**src/rtl/sgc_pkg.sv**
```systemverilog
// ---------------------------------------------------------------------------
// sgc_pkg: shared types and constants for the session group counter
// address and session key types, fixed result field widths
// ---------------------------------------------------------------------------
package sgc_pkg;

  localparam int ADDR_W      = 32;
  localparam int SLOT_OUT_W  = 4;
  localparam int COUNT_OUT_W = 5;
  localparam int MSG_CNT_W   = 9;

  // largest value a per-session message count can hold
  localparam int MSG_CNT_CAP = (1 << MSG_CNT_W) - 1;

  typedef logic [ADDR_W-1:0]    addr_t;
  typedef logic [MSG_CNT_W-1:0] msg_cnt_t;

  typedef struct packed {
    addr_t src;
    addr_t dst;
  } session_key_t;

endpackage

```
**src/rtl/sgc_lookup.sv**
```systemverilog
// ---------------------------------------------------------------------------
// sgc_lookup: parallel session table search
// compares one key against every stored session, lowest matching slot wins
// ---------------------------------------------------------------------------
module sgc_lookup #(
  parameter int ENTRIES = 16,
  parameter int IDX_W   = 4,
  parameter int USED_W  = 5
) (
  input  sgc_pkg::session_key_t keys [ENTRIES],
  input  logic [USED_W-1:0]     used,
  input  sgc_pkg::session_key_t query,
  output logic                  hit,
  output logic [IDX_W-1:0]      slot
);
  import sgc_pkg::*;

  logic [ENTRIES-1:0] match;

  // only entries below the fill count hold a session
  for (genvar k = 0; k < ENTRIES; k++) begin : g_cmp
    assign match[k] = (USED_W'(k) < used) && (keys[k] == query);
  end

  always_comb begin
    hit  = 1'b0;
    slot = '0;
    for (int k = ENTRIES - 1; k >= 0; k--) begin
      if (match[k]) begin
        hit  = 1'b1;
        slot = IDX_W'(k);
      end
    end
  end

endmodule

```
**src/rtl/session_group_counter_core.sv**
```systemverilog
// ---------------------------------------------------------------------------
// session_group_counter_core: distinct directed session counter
// counts distinct (source, destination) pairs in a message snapshot and
// tracks the busiest session
// ---------------------------------------------------------------------------
// The block takes one message per cycle while results are taken and returns
// one result transaction per message, in order. A message lands in an input
// register; from there a parallel compare against all stored sessions finds
// its slot, and when it advances the session table, fill count and running
// maximum are updated and the result register is loaded, so the next message
// sees the updated table with no gap. Result valid rises as the message
// leaves the input register; sustained rate is one message per cycle,
// limited only by the output side taking results. The session table holds
// MAX_SESSIONS pairs in order of first appearance; a new pair that finds the
// table full reports table_full with slot 0 and is not counted. Per-session
// counts saturate at MAX_QUEUE_DEPTH (never above 511). A message flagged
// last_in_snapshot reports the final totals, after which the table is empty
// again. Session entries carry no reset; only the fill count, running
// maximum and the two valid flags are cleared by rst.
// ---------------------------------------------------------------------------
module session_group_counter_core #(
  parameter int MAX_SESSIONS    = 16,
  parameter int MAX_QUEUE_DEPTH = 256
) (
  input  logic                               clk,
  input  logic                               rst,
  // message channel
  input  logic                               in_valid,
  output logic                               in_ready,
  input  sgc_pkg::addr_t                     source_ip,
  input  sgc_pkg::addr_t                     dest_ip,
  input  logic                               last_in_snapshot,
  // result channel
  output logic                               out_valid,
  input  logic                               out_ready,
  output logic [sgc_pkg::SLOT_OUT_W-1:0]     session_slot,
  output logic                               is_new_session,
  output logic                               table_full,
  output logic [sgc_pkg::COUNT_OUT_W-1:0]    session_count,
  output sgc_pkg::msg_cnt_t                  max_msgs_per_session,
  output logic                               is_last
);
  import sgc_pkg::*;

  localparam int IDX_W   = (MAX_SESSIONS > 1) ? $clog2(MAX_SESSIONS) : 1;
  localparam int USED_W  = $clog2(MAX_SESSIONS + 1);
  localparam int SLOT_WW = (IDX_W > SLOT_OUT_W) ? IDX_W : SLOT_OUT_W;
  localparam int USED_WW = (USED_W > COUNT_OUT_W) ? USED_W : COUNT_OUT_W;
  localparam int LIMIT_I = (MAX_QUEUE_DEPTH < MSG_CNT_CAP) ? MAX_QUEUE_DEPTH : MSG_CNT_CAP;
  localparam msg_cnt_t COUNT_LIMIT = MSG_CNT_W'(LIMIT_I);
  localparam logic [USED_W-1:0] USED_MAX = USED_W'(MAX_SESSIONS);

  // input register
  logic         s1_valid;
  session_key_t s1_key;
  logic         s1_last;

  // session table, no reset: entries at or above the fill count are never read
  session_key_t keys      [MAX_SESSIONS];
  msg_cnt_t     msg_count [MAX_SESSIONS];
  logic [USED_W-1:0] used;
  msg_cnt_t          running_max;

  // lookup result
  logic             hit;
  logic [IDX_W-1:0] hit_slot;

  // update logic
  logic              advance;
  logic              store;
  logic              bump;
  logic [IDX_W-1:0]  res_slot;
  logic              res_new;
  logic              res_full;
  msg_cnt_t          cur_count;
  msg_cnt_t          inc_count;
  logic [USED_W-1:0] used_next;
  msg_cnt_t          running_max_next;
  logic [SLOT_WW-1:0] slot_wide;
  logic [USED_WW-1:0] used_wide;

  sgc_lookup #(
    .ENTRIES (MAX_SESSIONS),
    .IDX_W   (IDX_W),
    .USED_W  (USED_W)
  ) u_lookup (
    .keys  (keys),
    .used  (used),
    .query (s1_key),
    .hit   (hit),
    .slot  (hit_slot)
  );

  // the input register moves on when the result register is free or draining
  assign advance  = s1_valid && (!out_valid || out_ready);
  assign in_ready = !s1_valid || advance;

  always_comb begin
    cur_count        = msg_count[hit_slot];
    inc_count        = (cur_count < COUNT_LIMIT) ? cur_count + 1'b1 : cur_count;
    store            = 1'b0;
    bump             = 1'b0;
    res_slot         = '0;
    res_new          = 1'b0;
    res_full         = 1'b0;
    used_next        = used;
    running_max_next = running_max;
    if (hit) begin
      // known session: count it and maybe raise the maximum
      bump     = 1'b1;
      res_slot = hit_slot;
      if (inc_count > running_max) begin
        running_max_next = inc_count;
      end
    end else begin
      res_new = 1'b1;
      if (used < USED_MAX) begin
        // new session takes the next free slot with a count of one
        store     = 1'b1;
        res_slot  = used[IDX_W-1:0];
        used_next = used + 1'b1;
        if (running_max == '0) begin
          running_max_next = msg_cnt_t'(1);
        end
      end else begin
        // table full: message dropped, slot reported as zero
        res_full = 1'b1;
      end
    end
    slot_wide = SLOT_WW'(res_slot);
    used_wide = USED_WW'(used_next);
  end

  // control state
  always_ff @(posedge clk) begin
    if (rst) begin
      s1_valid    <= 1'b0;
      out_valid   <= 1'b0;
      used        <= '0;
      running_max <= '0;
    end else begin
      if (in_ready) begin
        s1_valid <= in_valid;
      end
      if (advance) begin
        out_valid <= 1'b1;
      end else if (out_ready) begin
        out_valid <= 1'b0;
      end
      if (advance) begin
        // end of snapshot empties the table after its totals are reported
        if (s1_last) begin
          used        <= '0;
          running_max <= '0;
        end else begin
          used        <= used_next;
          running_max <= running_max_next;
        end
      end
    end
  end

  // payload registers
  always_ff @(posedge clk) begin
    if (in_valid && in_ready) begin
      s1_key.src <= source_ip;
      s1_key.dst <= dest_ip;
      s1_last    <= last_in_snapshot;
    end
    if (advance) begin
      if (store) begin
        keys[res_slot]      <= s1_key;
        msg_count[res_slot] <= msg_cnt_t'(1);
      end else if (bump) begin
        msg_count[hit_slot] <= inc_count;
      end
      session_slot         <= slot_wide[SLOT_OUT_W-1:0];
      is_new_session       <= res_new;
      table_full           <= res_full;
      session_count        <= used_wide[COUNT_OUT_W-1:0];
      max_msgs_per_session <= running_max_next;
      is_last              <= s1_last;
    end
  end

endmodule

```
**config.mk**
```make
export PLATFORM = sky130hd
export DESIGN_NAME = session_group_counter_core
export DESIGN_NICKNAME = d
export VERILOG_FILES = /design/src/rtl/sgc_pkg.sv /design/src/rtl/sgc_lookup.sv /design/src/rtl/session_group_counter_core.sv
export SDC_FILE = /design/constraint.sdc
export NUM_CORES = 2
export LEC_CHECK = 0
export ABC_AREA = 1
export BUFFER_PORTS_ARGS = -buffer_cell sky130_fd_sc_hd__buf_2
export CELL_PAD_IN_SITES_DETAIL_PLACEMENT = 0
export CELL_PAD_IN_SITES_GLOBAL_PLACEMENT = 1
export CORE_ASPECT_RATIO = 0.5
export CORE_UTILIZATION = 35
export CTS_CLUSTER_DIAMETER = 40
export DETAILED_ROUTE_END_ITERATION = 8
export PLACE_DENSITY_LB_ADDON = 0.1
export SLEW_MARGIN = 30
export SYNTH_ARGS = -nofsm -noshare
export SYNTH_HDL_FRONTEND = slang
export SYNTH_SLANG_ARGS = --single-unit
```
**constraint.sdc**
```tcl
create_clock -name clk -period 6.3 [get_ports clk]
set_input_delay 0.63 -clock clk [delete_from_list [all_inputs] [get_ports clk]]
set_output_delay 0.63 -clock clk [all_outputs]
set_load 0.02 [all_outputs]
```
==> impl_metrics.env <==
export IMPL_drt_iter0_markers=5543
export IMPL_dieArea_mm2=0.157
export IMPL_cts_buffer_depth=4
export IMPL_cp_required_ps=6930
export IMPL_irDropWorstVdd_uv=176
export IMPL_seqPwrFrac_pct=46.9
export IMPL_period_needed_ps=6280
export IMPL_cts_tree="yes"
export IMPL_cp_arrival_ps=6900
export IMPL_whs_ps=39.4
export IMPL_grt_pass1_wl_um=317000
export IMPL_boundaryPins=92
export IMPL_cts_sinks=1270
export IMPL_hold_viol=0
export IMPL_drt_first_pass_iters=7
export IMPL_ff_latch_area_mm2=0.0380
export IMPL_gp_congestion=0.982
export IMPL_netlist_top_cells_count="edfxtp_1, nand2_1, xnor2_1"
export IMPL_nFillCells=13700
export IMPL_yosys_area_top_type_share_pct=69.2
export IMPL_final_nets=5316
export IMPL_violations="design-rule violations"
export IMPL_yosysTopAreaCell="edfxtp_1"
export IMPL_drive_gt1_share_pct=29.0
export IMPL_skew_ps=60.5
export IMPL_die_w_um=559
export IMPL_multi_input_area_mm2=0.0155
export IMPL_crit_path_end_kind="register"
export IMPL_grt_pass1_vias=36900
export IMPL_power_switching_mw=4.83
export IMPL_clk_latency_ps=810
export IMPL_cpMostUsedCell="nand2_1"
export IMPL_core_area_mm2=0.153
export IMPL_slew_viol_final=0
export IMPL_critPathKind="reg -> reg"
export IMPL_grt_antenna_before_repair=27
export IMPL_overflow=0
export IMPL_comb_power_share_pct=8.1
export IMPL_netlist_area_mm2=0.0544
export IMPL_die_h_um=281
export IMPL_synth_edf_count=1254
export IMPL_worstReg2RegStart="s1_key[56]$_DFFE_PP_"
export IMPL_ys_top_cells_by_area="edfxtp_1, xnor2_1, nand2_1, xor2_1, nor2_1"
export IMPL_clkPwrFrac_pct=45.0
export IMPL_cp_start_kind="register"
export IMPL_yosysMostFrequentCell="edfxtp_1"
export IMPL_cap_violations=0
export IMPL_vias=38700
export IMPL_internal_power_mw=15.2
export IMPL_p_sw_share_pct=24.1
export IMPL_cts_made_buffers=156
export IMPL_synthArstFlopShare_pct=0
export IMPL_cp_slowest_cell="edfxtp_1"
export IMPL_hold_start="dest_ip[10]"
export IMPL_numPortBuffers=91
export IMPL_pre_cts_slack_ps=-1010
export IMPL_setup_worst_path_start="s1_key[56]$_DFFE_PP_"
export IMPL_wl_per_cell_um=31.9
export IMPL_synth_seq_area_share_pct=69.8
export IMPL_routed_via_density=5.22
export IMPL_avgSynthCellArea_um2=13.1
export IMPL_tightest_slew_ps=940
export IMPL_post_route_drc_count=4
export IMPL_rsz0062_at_grt="yes"
export IMPL_dp_hpwl_um=176000
export IMPL_initial_utilization_pct=35.5
export IMPL_p_total_mw=20.0
export IMPL_finalCritPeriodShare_pct=99.6
export IMPL_max_freq_ghz=0.159
export IMPL_synth_seq_cells=1270
export IMPL_relSlewSlack_pct=37.3
export IMPL_synthDistinctLibCells=51
export IMPL_htreeDepth=4
export IMPL_status="finished with violations"
export IMPL_rrSetupSlack_ps=20
export IMPL_clk_pin_slew_worst_paths_ps=60
export IMPL_syn_instance_count=4143
export IMPL_ant_nets=0
export IMPL_setup_violations=0
export IMPL_ys_warn_count=0
export IMPL_pwr_density_cell_mw_per_mm2=276
export IMPL_area_delta_synth_final_pct=33.0
export IMPL_critPathMaxFanout=8
export IMPL_p_leak_nw=26.5
export IMPL_grt_max_degree=42
export IMPL_syn_nets=4224
export IMPL_row_count=101
export IMPL_slowest_delay_ps=500
export IMPL_hold_path_class="in -> reg"
export IMPL_synth_ff_type="edfxtp_1"
export IMPL_groute_usage_overall_pct=29.9
export IMPL_fin_ws_ps=22.9
export IMPL_root_buffer="clkbuf_16"
export IMPL_wirelength_um=236000
worst paths after layout:
| path | depth (start not counted) | endpoint |
|---|---|---|
| max reg2reg | 43 | running_max[5]$_SDFFE_PP0P_ |
| min reg2reg | 2 | running_max[8]$_SDFFE_PP0P_ |
| min | 1 | s1_key[10]$_DFFE_PP_ |
| max | 43 | running_max[5]$_SDFFE_PP0P_ |
flip-flops by register name, summed over array words and instances, names as in the netlist:
register,cells
is_last,1
is_new_session,1
keys,1024
max_msgs_per_session,9
msg_count,144
out_valid,1
running_max,9
s1_key,64
s1_last,1
s1_valid,1
session_count,5
session_slot,4
table_full,1
used,5
repair_timing:
item                                    CTS  global route
endpoints found under the setup margin   18            18
cloned                                    4             2
hold buffers                             44             0
endpoints found under the hold margin    44             0
pin swaps                                42            76
resized for setup                       179           128
setup buffers                            59            33
power by group through the flow:
stage          clock (mW)  sequential (mW)  combinational [mW]
2_1_floorplan           0             9.60               0.500
3_3_place_gp            0             9.56                1.47
3_5_place_dp            0             9.56                1.47
4_1_cts              9.10             9.37                1.57
5_1_grt              9.45             9.37                1.67
6_report             8.99             9.37                1.63
layout make-up:
class / instances / share of cell area, %
clock inverters: 95 / 1.30
flip-flops and latches: 1270 / 52.5
well taps: 2060 / 3.56
inverters: 279 / 1.54
repair buffers: 1088 / 14.1
multi-input cells: 2440 / 21.4
clock buffers: 175 / 5.55
diodes: 7 / 0.0242
worst max-delay path, delay by kind of cell (launching register included):
| kind | cells | cell delay [ps] |
|---|---|---|
| AO/OA/AOI/OAI | 6 | 980 |
| buffers and inverters | 10 | 1650 |
| adder cells (fa/ha/maj) | 1 | 240 |
| XOR/XNOR | 2 | 460 |
| flip-flops | 1 | 500 |
| AND/OR/NAND/NOR | 24 | 2210 |
stage by stage:
step | std cells | setup TNS, ps | cell area (um2) | utilization [%]
floorplan | 4143 | 0 | 54400 | -
global placement | 6998 | -19650 | 64700 | 42.3
detailed placement | 7001 | -16500 | 64800 | 42.3
CTS | 7374 | 0 | 71500 | 46.7
global route | 7407 | -2840 | 72300 | 47.3
finish | 7414 | 0 | 72300 | 47.3
layout by cell type (no fill, tap or decap), drive strengths merged:
master	n
edfxtp	1254
buf	1041
nand2	759
xnor2	392
inv	285
xor2	275
nor2	232
clkbuf	177
o21ai	158
nand3	122
nand4	117
nor4	96
o22ai	84
clkinv	59
a21oi	51
dlygate4sd3	44
a221oi	25
nand3b	20
nor3	20
dfxtp	16
clkinvlp	15
a22o	15
bufinv	15
o2111ai	13
or2	12
ha	12
a211oi	9
diode	7
o211ai	6
and2	5
a221o	4
and3	3
nor4b	3
or4	2
a311oi	1
o2111a	1
o21bai	1
a21boi	1
o21a	1
bufbuf	1
logic make-up (layout without fill, tap and decap cells):
kind of cell             Yosys count  count (layout)  synth area share (%)
AND/OR/NAND/NOR                 1389            1391                  11.3
flip-flops                      1270            1270                  69.8
XOR/XNOR                         667             667                  10.7
buffers and inverters            435            1637                  3.68
AO/OA/AOI/OAI                    370             370                  4.13
adder cells (fa/ha/maj)           12              12                 0.276
other                              0               7                     0
per-layer routing:
metal	track usage, %	vias to the layer above	share of wire (%)
li1	-	16900	-
met1	45.6	19900	47
met2	43.6	1674	42
met3	5.95	262	8.8
met4	6.41	2	2.2
met5	0	-	0.0055
Power figures use the tool's default switching activity.
